[config.mk]
export PLATFORM = sky130hd
export DESIGN_NAME = joint_command_safety_filter_unit
export DESIGN_NICKNAME = d
export VERILOG_FILES = /design/src/rtl/core/jcsf_pkg.sv /design/src/rtl/core/jcsf_alu.sv /design/src/rtl/core/joint_command_safety_filter_unit.sv
export SDC_FILE = /design/constraint.sdc
export NUM_CORES = 2
export LEC_CHECK = 0
export BUFFER_PORTS_ARGS = -buffer_cell sky130_fd_sc_hd__buf_2
export CORE_MARGIN = 4
export CORE_UTILIZATION = 26
export DETAILED_ROUTE_END_ITERATION = 8
export PLACE_DENSITY = 0.51
export SETUP_SLACK_MARGIN = 0.1
export SKIP_CTS_REPAIR_TIMING = 1
export SLEW_MARGIN = 20
export SYNTH_ARGS = -nofsm -noshare
export SYNTH_HDL_FRONTEND = slang
export SYNTH_SLANG_ARGS = --single-unit
[constraint.sdc]
create_clock -name clock -period 9.85 [get_ports clock]
set_input_delay 0.985 -clock clock [delete_from_list [all_inputs] [get_ports clock]]
set_output_delay 0.985 -clock clock [all_outputs]
set_load 0.02 [all_outputs]
[src/rtl/core/jcsf_pkg.sv]
// shared types and constants of the joint command safety filter
`default_nettype none

package jcsf_pkg;

   // frame shape and field widths
   localparam int JOINTS      = 6;
   localparam int SIDES       = 2;
   localparam int JOINT_W     = 3;
   localparam int SIDE_W      = 1;
   localparam int ANGLE_W     = 16;
   localparam int FORCE_W     = 16;
   localparam int OUT_W       = 10;
   localparam int FLIM_W      = 15;
   localparam int HITS_W      = 4;
   localparam int ALU_W       = 17;
   localparam int OUT_MAX     = 2**OUT_W - 1;

   // band rule covers these joints
   localparam int RULE1_FIRST = 3;
   localparam int RULE1_LAST  = 5;

   // rules_hit bit positions
   localparam int HIT_BAND    = 0;
   localparam int HIT_FORCE   = 1;
   localparam int HIT_CLAMP   = 2;
   localparam int HIT_MEAN    = 3;

   // register file
   localparam int CSR_IDX_W   = 3;
   localparam int CSR_DATA_W  = 15;

   typedef enum logic [CSR_IDX_W-1:0] {
      CSR_BAND_LIMIT    = 3'd0,
      CSR_FORCE_LIMIT   = 3'd1,
      CSR_ANGLE_MAX     = 3'd2,
      CSR_JUMP_LIMIT    = 3'd3,
      CSR_DEFAULT_ANGLE = 3'd4
   } csr_index_type;

   localparam logic [OUT_W-1:0]  BAND_RESET    = 10'd200;
   localparam logic [FLIM_W-1:0] FORCE_RESET   = 15'd3000;
   localparam logic [OUT_W-1:0]  AMAX_RESET    = 10'd1000;
   localparam logic [OUT_W-1:0]  JUMP_RESET    = 10'd200;
   localparam logic [OUT_W-1:0]  DEFAULT_RESET = 10'd1000;

   // shared compare unit
   typedef enum logic {
      ALU_GT   = 1'b0,
      ALU_JUMP = 1'b1
   } alu_op_type;

   typedef struct packed {
      alu_op_type              op;
      logic signed [ALU_W-1:0] a;
      logic signed [ALU_W-1:0] b;
      logic [OUT_W-1:0]        lim;
   } alu_req_type;

endpackage

`default_nettype wire

[src/rtl/core/jcsf_alu.sv]
// shared subtract and compare unit of the safety filter sequencer
`default_nettype none

module jcsf_alu (
   input  jcsf_pkg::alu_req_type req,
   output logic                  flag
);

   logic signed [jcsf_pkg::ALU_W:0] diff;
   logic [jcsf_pkg::ALU_W:0]        absd;

   assign diff = {req.a[jcsf_pkg::ALU_W-1], req.a} - {req.b[jcsf_pkg::ALU_W-1], req.b};
   assign absd = diff[jcsf_pkg::ALU_W] ? (~diff + 1'b1) : diff;

   always_comb begin
      case (req.op)
         jcsf_pkg::ALU_GT: begin
            flag = !diff[jcsf_pkg::ALU_W] && (diff != '0);
         end
         jcsf_pkg::ALU_JUMP: begin
            flag = absd > {{(jcsf_pkg::ALU_W + 1 - jcsf_pkg::OUT_W){1'b0}}, req.lim};
         end
         default: begin
            flag = 1'b0;
         end
      endcase
   end

endmodule

`default_nettype wire

[src/rtl/core/joint_command_safety_filter_unit.sv]
// Joint command safety filter: buffers joint samples, filters each closed frame.
// A sample for joints 0..4 is taken while idle; the block is ready again next cycle.
// The closing sample runs setup, the band rule (two or more history frames), then per
// joint start, R read/accumulate steps, rules, a last step with a full window, mul and
// div when averaged, and emit, which waits out output stalls. R = history reads
// (window-1 when full, 1 with history, 0 without). Synchronous reset
// clears sequencer, registers to defaults, history counts and force flags.
`default_nettype none

module joint_command_safety_filter_unit #(
   parameter int WINDOW_FRAMES = 5
) (
   input  logic                                 clock,
   input  logic                                 reset,
   input  logic                                 csr_valid,
   output logic                                 csr_ready,
   input  logic [jcsf_pkg::CSR_IDX_W-1:0]       csr_index,
   input  logic [jcsf_pkg::CSR_DATA_W-1:0]      csr_wdata,
   input  logic                                 req_valid,
   output logic                                 req_ready,
   input  logic [jcsf_pkg::SIDE_W-1:0]          req_hand_side,
   input  logic [jcsf_pkg::JOINT_W-1:0]         req_joint_index,
   input  logic signed [jcsf_pkg::ANGLE_W-1:0]  req_raw_angle,
   input  logic signed [jcsf_pkg::FORCE_W-1:0]  req_joint_force,
   output logic                                 rsp_valid,
   input  logic                                 rsp_ready,
   output logic [jcsf_pkg::SIDE_W-1:0]          rsp_out_side,
   output logic [jcsf_pkg::JOINT_W-1:0]         rsp_out_joint,
   output logic [jcsf_pkg::OUT_W-1:0]           rsp_safe_angle,
   output logic [jcsf_pkg::HITS_W-1:0]          rsp_rules_hit,
   output logic                                 rsp_frame_last
);

   localparam int HIST      = WINDOW_FRAMES - 1;
   localparam int PTR_W     = $clog2(HIST);
   localparam int CNT_W     = $clog2(HIST + 1);
   localparam int SUM_W     = $clog2(WINDOW_FRAMES * jcsf_pkg::OUT_MAX + 1);
   localparam int NUM_W     = SUM_W + 2;
   localparam int DIVISOR   = 2 * WINDOW_FRAMES;
   localparam int DIV_L     = $clog2(DIVISOR);
   localparam int SHIFT     = NUM_W + DIV_L;
   localparam int MULT      = (2**SHIFT + DIVISOR - 1) / DIVISOR;
   localparam int MULT_W    = NUM_W + 2;
   localparam int PROD_W    = NUM_W + MULT_W;
   localparam int ADDR_W    = jcsf_pkg::SIDE_W + PTR_W + jcsf_pkg::JOINT_W;
   localparam int MEM_DEPTH = 2**ADDR_W;
   localparam int OUT_W     = jcsf_pkg::OUT_W;
   localparam int ALU_W     = jcsf_pkg::ALU_W;
   localparam int JOINT_W   = jcsf_pkg::JOINT_W;

   typedef enum logic [3:0] {
      ST_IDLE,
      ST_SETUP,
      ST_LOW_CUR,
      ST_LOW_NEW,
      ST_LOW_OLD,
      ST_J_START,
      ST_J_RD,
      ST_J_ACC,
      ST_J_RULES,
      ST_J_LAST,
      ST_J_MUL,
      ST_J_DIV,
      ST_J_EMIT
   } state_type;

   function automatic logic [PTR_W-1:0] slot_inc(input logic [PTR_W-1:0] p);
      return (p == PTR_W'(HIST - 1)) ? '0 : p + 1'b1;
   endfunction

   function automatic logic [PTR_W-1:0] slot_dec(input logic [PTR_W-1:0] p);
      return (p == '0) ? PTR_W'(HIST - 1) : p - 1'b1;
   endfunction

   function automatic logic signed [ALU_W-1:0] zext(input logic [OUT_W-1:0] v);
      return {{(ALU_W - OUT_W){1'b0}}, v};
   endfunction

   state_type state_ff, state_in;

   logic [OUT_W-1:0]                band_ff, band_in;
   logic [jcsf_pkg::FLIM_W-1:0]     flim_ff, flim_in;
   logic [OUT_W-1:0]                amax_ff, amax_in;
   logic [OUT_W-1:0]                jlim_ff, jlim_in;
   logic [OUT_W-1:0]                dflt_ff, dflt_in;

   logic [CNT_W-1:0]                hcnt_ff [jcsf_pkg::SIDES];
   logic [CNT_W-1:0]                hcnt_in [jcsf_pkg::SIDES];
   logic [PTR_W-1:0]                hptr_ff [jcsf_pkg::SIDES];
   logic [PTR_W-1:0]                hptr_in [jcsf_pkg::SIDES];

   logic signed [jcsf_pkg::ANGLE_W-1:0] fa_ff [jcsf_pkg::JOINTS];
   logic signed [jcsf_pkg::ANGLE_W-1:0] fa_in [jcsf_pkg::JOINTS];
   logic                            fo_ff [jcsf_pkg::JOINTS];
   logic                            fo_in [jcsf_pkg::JOINTS];

   logic [jcsf_pkg::SIDE_W-1:0]     side_ff, side_in;
   logic [CNT_W-1:0]                cnt_ff, cnt_in;
   logic                            low_ok_ff, low_ok_in;
   logic [1:0]                      low_j_ff, low_j_in;
   logic [JOINT_W-1:0]              jn_ff, jn_in;
   logic [PTR_W-1:0]                slot_ff, slot_in;
   logic [CNT_W-1:0]                left_ff, left_in;
   logic [OUT_W-1:0]                prev_ff, prev_in;
   logic                            prev_vld_ff, prev_vld_in;
   logic                            jump_ff, jump_in;
   logic [SUM_W-1:0]                sum_ff, sum_in;
   logic [OUT_W-1:0]                ang_ff, ang_in;
   logic [jcsf_pkg::HITS_W-1:0]     hits_ff, hits_in;
   logic [PROD_W-1:0]               prod_ff, prod_in;

   logic                            rsp_valid_ff, rsp_valid_in;
   logic [jcsf_pkg::SIDE_W-1:0]     rsp_side_ff, rsp_side_in;
   logic [JOINT_W-1:0]              rsp_joint_ff, rsp_joint_in;
   logic [OUT_W-1:0]                rsp_angle_ff, rsp_angle_in;
   logic [jcsf_pkg::HITS_W-1:0]     rsp_hits_ff, rsp_hits_in;
   logic                            rsp_last_ff, rsp_last_in;

   logic [OUT_W-1:0]                hist_mem_ff [MEM_DEPTH];
   logic [OUT_W-1:0]                rd_data_ff;
   logic [ADDR_W-1:0]               rd_addr;
   logic [ADDR_W-1:0]               wr_addr;
   logic                            mem_we;

   jcsf_pkg::alu_req_type           alu_req;
   logic                            alu_flag;

   logic                            full;
   logic [PTR_W-1:0]                ptr_cur;
   logic [PTR_W-1:0]                newest_slot;
   logic [PTR_W-1:0]                second_slot;
   logic [JOINT_W-1:0]              low_joint;
   logic [JOINT_W-1:0]              fa_idx;
   logic signed [jcsf_pkg::ANGLE_W-1:0] fa_rd;
   logic signed [ALU_W-1:0]         pre;
   logic [NUM_W-1:0]                num;
   logic                            rsp_load;

   jcsf_alu u_alu (
      .req  (alu_req),
      .flag (alu_flag)
   );

   assign full        = (cnt_ff == CNT_W'(HIST));
   assign ptr_cur     = hptr_ff[side_ff];
   assign newest_slot = slot_dec(ptr_cur);
   assign second_slot = slot_dec(newest_slot);
   assign low_joint   = JOINT_W'(jcsf_pkg::RULE1_FIRST) + JOINT_W'(low_j_ff);
   assign fa_idx      = (state_ff == ST_LOW_CUR) ? low_joint : jn_ff;
   assign fa_rd       = fa_ff[fa_idx];
   assign num         = NUM_W'({sum_ff, 1'b0}) + NUM_W'(WINDOW_FRAMES);
   assign wr_addr     = {side_ff, ptr_cur, jn_ff};

   assign csr_ready      = 1'b1;
   assign rsp_valid      = rsp_valid_ff;
   assign rsp_out_side   = rsp_side_ff;
   assign rsp_out_joint  = rsp_joint_ff;
   assign rsp_safe_angle = rsp_angle_ff;
   assign rsp_rules_hit  = rsp_hits_ff;
   assign rsp_frame_last = rsp_last_ff;

   always_comb begin
      state_in    = state_ff;
      band_in     = band_ff;
      flim_in     = flim_ff;
      amax_in     = amax_ff;
      jlim_in     = jlim_ff;
      dflt_in     = dflt_ff;
      hcnt_in     = hcnt_ff;
      hptr_in     = hptr_ff;
      fa_in       = fa_ff;
      fo_in       = fo_ff;
      side_in     = side_ff;
      cnt_in      = cnt_ff;
      low_ok_in   = low_ok_ff;
      low_j_in    = low_j_ff;
      jn_in       = jn_ff;
      slot_in     = slot_ff;
      left_in     = left_ff;
      prev_in     = prev_ff;
      prev_vld_in = prev_vld_ff;
      jump_in     = jump_ff;
      sum_in      = sum_ff;
      ang_in      = ang_ff;
      hits_in     = hits_ff;
      prod_in     = prod_ff;
      req_ready   = 1'b0;
      rd_addr     = {side_ff, newest_slot, jn_ff};
      mem_we      = 1'b0;
      rsp_load    = 1'b0;
      pre         = '0;
      alu_req.op  = jcsf_pkg::ALU_GT;
      alu_req.a   = '0;
      alu_req.b   = '0;
      alu_req.lim = jlim_ff;

      if (csr_valid) begin
         unique case (csr_index)
            jcsf_pkg::CSR_BAND_LIMIT:    band_in = csr_wdata[OUT_W-1:0];
            jcsf_pkg::CSR_FORCE_LIMIT:   flim_in = csr_wdata[jcsf_pkg::FLIM_W-1:0];
            jcsf_pkg::CSR_ANGLE_MAX:     amax_in = csr_wdata[OUT_W-1:0];
            jcsf_pkg::CSR_JUMP_LIMIT:    jlim_in = csr_wdata[OUT_W-1:0];
            jcsf_pkg::CSR_DEFAULT_ANGLE: dflt_in = csr_wdata[OUT_W-1:0];
            default: ;
         endcase
      end

      unique case (state_ff)
         ST_IDLE: begin
            req_ready = 1'b1;
            // force over limit, signed compare
            alu_req.a = {req_joint_force[jcsf_pkg::FORCE_W-1], req_joint_force};
            alu_req.b = {{(ALU_W - jcsf_pkg::FLIM_W){1'b0}}, flim_ff};
            if (req_valid && (req_joint_index < JOINT_W'(jcsf_pkg::JOINTS))) begin
               fa_in[req_joint_index] = req_raw_angle;
               fo_in[req_joint_index] = alu_flag;
               if (req_joint_index == JOINT_W'(jcsf_pkg::JOINTS - 1)) begin
                  side_in  = req_hand_side;
                  cnt_in   = hcnt_ff[req_hand_side];
                  state_in = ST_SETUP;
               end
            end
         end
         ST_SETUP: begin
            jn_in     = '0;
            low_j_in  = '0;
            low_ok_in = (cnt_ff >= CNT_W'(2));
            state_in  = (cnt_ff >= CNT_W'(2)) ? ST_LOW_CUR : ST_J_START;
         end
         ST_LOW_CUR: begin
            alu_req.a = {fa_rd[jcsf_pkg::ANGLE_W-1], fa_rd};
            alu_req.b = zext(band_ff);
            if (fa_rd[jcsf_pkg::ANGLE_W-1] || alu_flag) begin
               low_ok_in = 1'b0;
            end
            rd_addr  = {side_ff, newest_slot, low_joint};
            state_in = ST_LOW_NEW;
         end
         ST_LOW_NEW: begin
            alu_req.a = zext(rd_data_ff);
            alu_req.b = zext(band_ff);
            if (alu_flag) begin
               low_ok_in = 1'b0;
            end
            rd_addr  = {side_ff, second_slot, low_joint};
            state_in = ST_LOW_OLD;
         end
         ST_LOW_OLD: begin
            alu_req.a = zext(rd_data_ff);
            alu_req.b = zext(band_ff);
            if (alu_flag) begin
               low_ok_in = 1'b0;
            end
            if (low_j_ff == 2'(jcsf_pkg::RULE1_LAST - jcsf_pkg::RULE1_FIRST)) begin
               state_in = ST_J_START;
            end else begin
               low_j_in = low_j_ff + 1'b1;
               state_in = ST_LOW_CUR;
            end
         end
         ST_J_START: begin
            sum_in      = '0;
            prev_vld_in = 1'b0;
            jump_in     = 1'b0;
            // full window walks oldest to newest, otherwise only the newest frame if there is one
            if (full) begin
               slot_in = ptr_cur;
               left_in = CNT_W'(HIST);
            end else begin
               slot_in = newest_slot;
               left_in = (cnt_ff != '0) ? CNT_W'(1) : '0;
            end
            state_in = (cnt_ff != '0) ? ST_J_RD : ST_J_RULES;
         end
         ST_J_RD: begin
            rd_addr  = {side_ff, slot_ff, jn_ff};
            state_in = ST_J_ACC;
         end
         ST_J_ACC: begin
            alu_req.op = jcsf_pkg::ALU_JUMP;
            alu_req.a  = zext(prev_ff);
            alu_req.b  = zext(rd_data_ff);
            if (prev_vld_ff && alu_flag) begin
               jump_in = 1'b1;
            end
            sum_in      = sum_ff + SUM_W'(rd_data_ff);
            prev_in     = rd_data_ff;
            prev_vld_in = 1'b1;
            slot_in     = slot_inc(slot_ff);
            left_in     = left_ff - 1'b1;
            state_in    = (left_ff == CNT_W'(1)) ? ST_J_RULES : ST_J_RD;
         end
         ST_J_RULES: begin
            hits_in = '0;
            pre     = {fa_rd[jcsf_pkg::ANGLE_W-1], fa_rd};
            if (low_ok_ff && (jn_ff >= JOINT_W'(jcsf_pkg::RULE1_FIRST))
                && (jn_ff <= JOINT_W'(jcsf_pkg::RULE1_LAST))) begin
               pre                         = zext(band_ff);
               hits_in[jcsf_pkg::HIT_BAND] = 1'b1;
            end
            if (fo_ff[jn_ff]) begin
               pre                          = (cnt_ff != '0) ? zext(prev_ff) : zext(dflt_ff);
               hits_in[jcsf_pkg::HIT_FORCE] = 1'b1;
            end
            alu_req.a = pre;
            alu_req.b = zext(amax_ff);
            if (pre[ALU_W-1]) begin
               ang_in                       = '0;
               hits_in[jcsf_pkg::HIT_CLAMP] = 1'b1;
            end else if (alu_flag) begin
               ang_in                       = amax_ff;
               hits_in[jcsf_pkg::HIT_CLAMP] = 1'b1;
            end else begin
               ang_in = pre[OUT_W-1:0];
            end
            state_in = full ? ST_J_LAST : ST_J_EMIT;
         end
         ST_J_LAST: begin
            // newest history frame against the current angle
            alu_req.op = jcsf_pkg::ALU_JUMP;
            alu_req.a  = zext(prev_ff);
            alu_req.b  = zext(ang_ff);
            sum_in     = sum_ff + SUM_W'(ang_ff);
            if (jump_ff || alu_flag) begin
               hits_in[jcsf_pkg::HIT_MEAN] = 1'b1;
               state_in                    = ST_J_MUL;
            end else begin
               state_in = ST_J_EMIT;
            end
         end
         ST_J_MUL: begin
            // rounded mean via reciprocal multiply
            prod_in  = PROD_W'(num) * PROD_W'(MULT);
            state_in = ST_J_DIV;
         end
         ST_J_DIV: begin
            ang_in   = prod_ff[SHIFT +: OUT_W];
            state_in = ST_J_EMIT;
         end
         ST_J_EMIT: begin
            if (!rsp_valid_ff || rsp_ready) begin
               rsp_load = 1'b1;
               mem_we   = 1'b1;
               if (jn_ff == JOINT_W'(jcsf_pkg::JOINTS - 1)) begin
                  hcnt_in[side_ff] = full ? cnt_ff : cnt_ff + 1'b1;
                  hptr_in[side_ff] = slot_inc(ptr_cur);
                  state_in         = ST_IDLE;
               end else begin
                  jn_in    = jn_ff + 1'b1;
                  state_in = ST_J_START;
               end
            end
         end
         default: begin
            state_in = ST_IDLE;
         end
      endcase

      rsp_valid_in = rsp_load || (rsp_valid_ff && !rsp_ready);
      rsp_side_in  = rsp_load ? side_ff : rsp_side_ff;
      rsp_joint_in = rsp_load ? jn_ff : rsp_joint_ff;
      rsp_angle_in = rsp_load ? ang_ff : rsp_angle_ff;
      rsp_hits_in  = rsp_load ? hits_ff : rsp_hits_ff;
      rsp_last_in  = rsp_load ? (jn_ff == JOINT_W'(jcsf_pkg::JOINTS - 1)) : rsp_last_ff;
   end

   always_ff @(posedge clock) begin
      if (reset) begin
         state_ff     <= ST_IDLE;
         band_ff      <= jcsf_pkg::BAND_RESET;
         flim_ff      <= jcsf_pkg::FORCE_RESET;
         amax_ff      <= jcsf_pkg::AMAX_RESET;
         jlim_ff      <= jcsf_pkg::JUMP_RESET;
         dflt_ff      <= jcsf_pkg::DEFAULT_RESET;
         rsp_valid_ff <= 1'b0;
         for (int s = 0; s < jcsf_pkg::SIDES; s++) begin
            hcnt_ff[s] <= '0;
            hptr_ff[s] <= '0;
         end
         for (int j = 0; j < jcsf_pkg::JOINTS; j++) begin
            fo_ff[j] <= 1'b0;
         end
      end else begin
         state_ff     <= state_in;
         band_ff      <= band_in;
         flim_ff      <= flim_in;
         amax_ff      <= amax_in;
         jlim_ff      <= jlim_in;
         dflt_ff      <= dflt_in;
         rsp_valid_ff <= rsp_valid_in;
         hcnt_ff      <= hcnt_in;
         hptr_ff      <= hptr_in;
         fo_ff        <= fo_in;
      end
      fa_ff        <= fa_in;
      side_ff      <= side_in;
      cnt_ff       <= cnt_in;
      low_ok_ff    <= low_ok_in;
      low_j_ff     <= low_j_in;
      jn_ff        <= jn_in;
      slot_ff      <= slot_in;
      left_ff      <= left_in;
      prev_ff      <= prev_in;
      prev_vld_ff  <= prev_vld_in;
      jump_ff      <= jump_in;
      sum_ff       <= sum_in;
      ang_ff       <= ang_in;
      hits_ff      <= hits_in;
      prod_ff      <= prod_in;
      rsp_side_ff  <= rsp_side_in;
      rsp_joint_ff <= rsp_joint_in;
      rsp_angle_ff <= rsp_angle_in;
      rsp_hits_ff  <= rsp_hits_in;
      rsp_last_ff  <= rsp_last_in;
   end

   // output history, circular per side, one write and one registered read port
   always_ff @(posedge clock) begin
      if (mem_we) begin
         hist_mem_ff[wr_addr] <= ang_ff;
      end
      rd_data_ff <= hist_mem_ff[rd_addr];
   end

endmodule

`default_nettype wire

# Word level (Yosys, flattened, before mapping)
# Memories as Yosys holds them, arrays and structs flattened. A register that Yosys moved wholly into a read port is not among the register bits.
# Cells that the tools add are included.
op_classes:
  addsub: 14
  multipliers: 1
  n_lt_le_gt_ge: 12
  n_eq_ne: 32
  muxes: 80
  bitwise_logic: 7
  n_reduce_logical: 44
op_table:
  columns: ["op", "count"]
  rows:
  - ["$pmux W34 S6", 1]
  - ["$bwmux W96", 1]
  - ["$pmux W4 S13", 1]
  - ["$mux W17", 3]
  - ["$bmux W16 S3", 1]
  - ["$demux W16 S3", 1]
  - ["$mux W16", 3]
  - ["$mux W3", 14]
  - ["$pmux W13 S3", 1]
  - ["$mux W10", 3]
  - ["$mul A15 B16 Y29 const B", 1]
  - ["$add A13 B10 Y13", 2]
  - ["$eq A4 B4 Y1 const B", 5]
  - ["$mux W2", 10]
  - ["$mux W4", 5]
  - ["$pmux W10 S2", 1]
  - ["$add A18 B1 Y18 const B", 1]
  - ["$gt A18 B10 Y1", 1]
  - ["$mux W18", 1]
  - ["$not A18 Y18", 1]
  - ["$reduce_and A2 Y1", 9]
  - ["$reduce_bool A18 Y1", 1]
  - ["$sub A17 B17 Y18", 1]
  - ["$mux W1", 17]
  - ["other kinds (46)", 105]
word_totals:
  reg_bits: 274
  ram_bits: 640
  inputBits: 59
  out_inout_bits: 22
  wordCells: 235
  mem_count: 1
mem_list:
  columns: ["memory", "depth", "width", "rd", "rd_ports_with_merged_regs", "wr", "line_no", "source"]
  rows:
  - ["hist_mem_ff", 64, 10, 1, 1, 1, "joint_command_safety_filter_unit.sv:119", "logic [OUT_W-1:0] hist_mem_ff [MEM_DEPTH];"]

# Longest topological paths before layout
logic_depth:
  depth_word: 19
  depth_mapped: 40
  ltp_nobuf: 34

# By module
# From an unflattened synthesis, not the netlist that was laid out.
unflattened:
  cells_unflattened: 3555
  hier_area_um2: 42881.1
modules_own_cells:
  columns: ["module", "n_inst", "cells_each", "area_each_um2", "seq_area_each_um2"]
  rows:
  - ["joint_command_safety_filter_unit", 1, 3313, 41228.3, 26315.2]
  - ["jcsf_alu", 1, 242, 1652.8, 0.0]

# Least setup slack after synthesis
# No wires, ideal clock.
synth_path:
  kind: "reg-to-reg"
  startpoint: "reg state_ff[3]"
  endpoint: "reg ang_ff[1] (data pin)"
  t_arrival_ps: 7239
  t_required_ps: 9587
  path_slack_ps: 2348
  path_stages_with_launch: 37
  path_cell_list: "dfxtp_1 clkbuf_1 or4b_1 clkbuf_1 mux2i_1 clkbuf_1 mux4_2 a21oi_1 nand2_1 o211ai_1 o21ai_0 nand2_1 o211ai_1 ha_1 clkbuf_1 nand3_1 a21o_1 a21oi_1 o22ai_1 o21ai_0 nor2b_1 nor2_1 xor2_1 ha_1 o21a_1 o21ai_0 a21oi_1 o21a_1 o211ai_1 a21oi_1 a211oi_1 o311a_1 a41o_1 buf_6 buf_12 mux2i_1 o21ai_1"
synth_via:
  elab_chain_len: 19
  elab_cells_between_ends: 33
  classes_between: "2 x add/sub; 1 x order compare; 7 x eq/ne; 14 x mux; 3 x bitwise; 6 x reduce/logical"
synth_rtl:
  columns: ["item", "line_no", "source"]
  rows:
  - ["start: declaration", "joint_command_safety_filter_unit.sv:79", "state_type state_ff, state_in;"]
  - ["start signal: assignment", "joint_command_safety_filter_unit.sv:384", "state_ff <= state_in;"]
  - ["$eq A4 B2 Y1", "joint_command_safety_filter_unit.sv:149, joint_command_safety_filter_unit.sv:208", null]
  - ["$mux W3", "joint_command_safety_filter_unit.sv:149", "assign fa_idx = (state_ff == ST_LOW_CUR) ? low_joint : jn_ff;"]
  - ["$not A3 Y4 (implied by the code)", "joint_command_safety_filter_unit.sv:150", "assign fa_rd = fa_ff[fa_idx];"]
  - ["$bmux W16 S3", "joint_command_safety_filter_unit.sv:150", null]
  - ["$mux W16 (implied by the code) (2 in series)", "joint_command_safety_filter_unit.sv:150", null]
  - ["$mux W17", "joint_command_safety_filter_unit.sv:296", "if (low_ok_ff && (jn_ff >= JOINT_W'(jcsf_pkg::RULE1_FIRST))"]
  - ["$mux W17", "joint_command_safety_filter_unit.sv:301", "if (fo_ff[jn_ff]) begin"]
  - ["$mux W17", "joint_command_safety_filter_unit.sv:208", "unique case (state_ff)"]
  - ["[... 3 more ...]", null, null]
  - ["$add A18 B1 Y18", "jcsf_alu.sv:13", "assign absd = diff[jcsf_pkg::ALU_W] ? (~diff + 1'b1) : diff;"]
  - ["$mux W18", "jcsf_alu.sv:13", null]
  - ["$gt A18 B10 Y1", "jcsf_alu.sv:21", "flag = absd > {{(jcsf_pkg::ALU_W + 1 - jcsf_pkg::OUT_W){1'b0}}, req.lim};"]
  - ["$pmux W1 S2", "jcsf_alu.sv:16", "case (req.op)"]
  - ["$mux W10", "joint_command_safety_filter_unit.sv:310", "end else if (alu_flag) begin"]
  - ["$mux W10", "joint_command_safety_filter_unit.sv:307", "if (pre[ALU_W-1]) begin"]
  - ["$pmux W10 S2 *", "joint_command_safety_filter_unit.sv:208", null]
  - ["net ang_in[1]", "joint_command_safety_filter_unit.sv:108", "logic [OUT_W-1:0] ang_ff, ang_in;"]
  - ["end signal: assignment", "joint_command_safety_filter_unit.sv:407", "ang_ff <= ang_in;"]
  - ["end: declaration", "joint_command_safety_filter_unit.sv:108", null]
# Mark *: on every way through the listed nets, which the timed path passes. The rest lies on a longest branch. The select of a mux whose other input is x is not followed.
# A chain may end at the register's enable or synchronous reset.

# Final worst setup path
layout_path:
  startpoint: "reg state_ff[3]"
  endpoint: "reg ang_ff[9] (data pin)"
# Same word-level chain as after synthesis.

==> impl_metrics.env <==
export IMPL_postRouteWirelength_mm=111.3
export IMPL_synth_async_sr_flop_share=0
export IMPL_initial_core_util=0.2620
export IMPL_worstHoldPathType="reg -> reg"
export IMPL_power_share_sequential=0.504
export IMPL_drt_iter0_drc=2132
export IMPL_tritoncts_num_buffers=100
export IMPL_tightest_slew_ns=1.136
export IMPL_dpl_worst_slack_ns=1.074
export IMPL_syn_area_um2=41590
export IMPL_wl_per_cell_um=22.18
export IMPL_syn_inst=2754
export IMPL_h_tree_depth=3
export IMPL_cts_clk_slew_worst_paths_ns=0.06
export IMPL_required_ns=10.25
export IMPL_setup_tns_ns=0
export IMPL_clockBufferDepth=3
export IMPL_drtAntennaViolNets=0
export IMPL_drive_gt1_frac=0.1769
export IMPL_gp_congestion=0.8204
export IMPL_yosysMostFrequentCell="edfxtp_1"
export IMPL_p_leak_uw=0.01651
export IMPL_power_density_nw_per_um2=172.6
export IMPL_finalHoldViolations=0
export IMPL_p_sw_frac=0.2222
export IMPL_antenna_found_initial=7
export IMPL_slowest_stage="a41o_1"
export IMPL_ys_ff_latch=905
export IMPL_fin_crit_ns=8.830
export IMPL_die_h_um=407.9
export IMPL_grt_use_total=0.1316
export IMPL_synth_top_cell_area_share=0.5914
export IMPL_synthTopCellsByCount="edfxtp_1, nand2_1, mux4_2"
export IMPL_clockPowerShare=0.450
export IMPL_clock_sinks=905
export IMPL_vias=23560
export IMPL_drv_cap=0
export IMPL_grt_setup_unrepaired="no"
export IMPL_post_route_period_util=0.8964
export IMPL_intPower_uw=6430
export IMPL_worstSkewPairLatency_ns=0.70
export IMPL_vias_per_cell=4.694
export IMPL_die_w_um=407.9
export IMPL_worst_slack_ns=1.020
export IMPL_io_buffer_count=79
export IMPL_yosys_area_top_type="edfxtp_1"
export IMPL_ys_seq_area_frac=0.6328
export IMPL_status="complete, no violations"
export IMPL_synth_distinct_cells=87
export IMPL_cts_root_buf="clkbuf_16"
export IMPL_cts_tree="built"
export IMPL_cpPeakStageDelay_ns=0.68
export IMPL_grt_max_degree=103
export IMPL_synth_nets=3024
export IMPL_setup_viol_count_final=0
export IMPL_areaGrowthSynthToFinish_pct=15.18
export IMPL_worstPathMaxFanout=19
export IMPL_post_dp_hpwl_mm=71.99
export IMPL_final_util=0.3018
export IMPL_holdWs_ns=0.4309
export IMPL_endpoint_kind="register"
export IMPL_start_kind="register"
export IMPL_grt_pass1_vias=24140
export IMPL_ioPinCount=81
export IMPL_place_area_um2=44580
export IMPL_slew_headroom=0.2401
export IMPL_fp_row_count=146
export IMPL_nets=3129
export IMPL_core_area_um2=158700
export IMPL_slew_viol_final=0
export IMPL_synth_area_top_cells="edfxtp_1, mux4_2, ha_1"
export IMPL_yosys_warnings=0
export IMPL_overflow=0
export IMPL_drt_first_pass_iters=7
export IMPL_syn_area_per_cell_um2=15.10
export IMPL_dieArea_um2=166400
export IMPL_synth_edf_count=819
export IMPL_path_class="reg -> reg"
export IMPL_ir_worst_vdd_v=0.0001341
export IMPL_combPwrFrac=0.046
export IMPL_grt_pass1_wl_mm=164.7
export IMPL_postLayoutCellArea_um2=47900
export IMPL_synth_main_ff_cell="edfxtp_1"
export IMPL_drcViolationCount=0
export IMPL_arrival_ns=9.23
export IMPL_power_switching_uw=1837
export IMPL_fin_worst_skew_ns=0.05379
export IMPL_fmax_mhz=113.3
-- power by group through the flow --
stage                     clock network (uW)  logic (uW)  registers (uW)
after CTS                               3800         382            4160
after global placement                     0         381            4250
after detailed placement                   0         380            4250
after floorplan                            0         266            4240
after global routing                    3970         417            4160
final                                   3720         380            4170
-- sequential cells by signal, summed over array words and instances (netlist names), 13 cells and up --
signal	count
fa_ff	96
flim_ff	15
hist_mem_ff	640
sum_ff	13
-- path summary, 6_finish.rpt --
check / start / endpoint / slack (ns) / cells past startpoint
max reg2reg: state_ff[3]$_SDFFE_PP0P_ / ang_ff[9]$_DFFE_PP_ / 1.02 / 31
min: hits_ff[1]$_DFFE_PP_ / rsp_rules_hit[1]$_DFFE_PP_ / 0.43 / 0
max: state_ff[3]$_SDFFE_PP0P_ / ang_ff[9]$_DFFE_PP_ / 1.02 / 31
min reg2reg: hits_ff[1]$_DFFE_PP_ / rsp_rules_hit[1]$_DFFE_PP_ / 0.43 / 0
-- cells in the final DEF (no fill, tap or decap), types with 49 or more instances in the layout --
cell | Yosys | final
mux2i_1 | 74 | 72
buf_2 | 2 | 79
nand2_1 | 268 | 268
o21ai_0 | 50 | 50
edfxtp_1 | 819 | 819
ha_1 | 151 | 151
nor2_1 | 161 | 150
clkbuf_16 | 0 | 102
a211oi_1 | 49 | 49
dfxtp_1 | 86 | 86
fa_1 | 60 | 60
nor2b_1 | 64 | 64
a21oi_1 | 149 | 145
inv_1 | 149 | 149
mux4_2 | 185 | 185
-- worst max-delay path, delay by kind of cell (launching register included) --
family | cells | cell delay (ns)
and+or+nand+nor | 5 | 1.47
muxes | 3 | 1.30
AOI/OAI and AO/OA | 18 | 4.23
buffers and inverters | 2 | 0.32
xor gates and xnor gates | 1 | 0.15
adders and majority gates | 2 | 0.59
DFF | 1 | 0.49
-- through the flow --
step | instances | total power, uW
after floorplan | 2754 | 4504
after global placement | 4829 | 4627
after detailed placement | 4829 | 4626
after CTS | 5017 | 8351
after global routing | 5018 | 8551
final | 5019 | 8267
-- layout make-up --
cell class                 count  area (um^2)
sequential                   905        26320
clock buffer                 122         2658
tap                         2072         2592
clock inverter                66        630.6
timing repair buffer         128        800.8
antenna                        2        5.005
multi-input combinational   1573        14340
inverter                     151        566.8
fill                       15760       110800
-- layer usage --
layer | up-vias | routed length [um] | global-route usage
met5 | - | 0 | 0
met4 | 0 | 2583 | 0.03320
met3 | 148 | 6510 | 0.02341
met2 | 646 | 53890 | 0.2195
met1 | 12040 | 48330 | 0.1774
li1 | 10720 | - | -
-- cells by family (layout without fill, tap and decap cells) --
kind of cell | after synthesis | in the layout | synth area share
xor gates and xnor gates | 59 | 59 | 0.01243
adders and majority gates | 211 | 211 | 0.07431
other | 1 | 3 | 0.00009017
DFF | 905 | 905 | 0.6328
muxes | 274 | 274 | 0.1221
buffers and inverters | 276 | 467 | 0.02623
and+or+nand+nor | 629 | 629 | 0.06989
AOI/OAI and AO/OA | 399 | 399 | 0.06219
(Power assumes the default switching activity.)
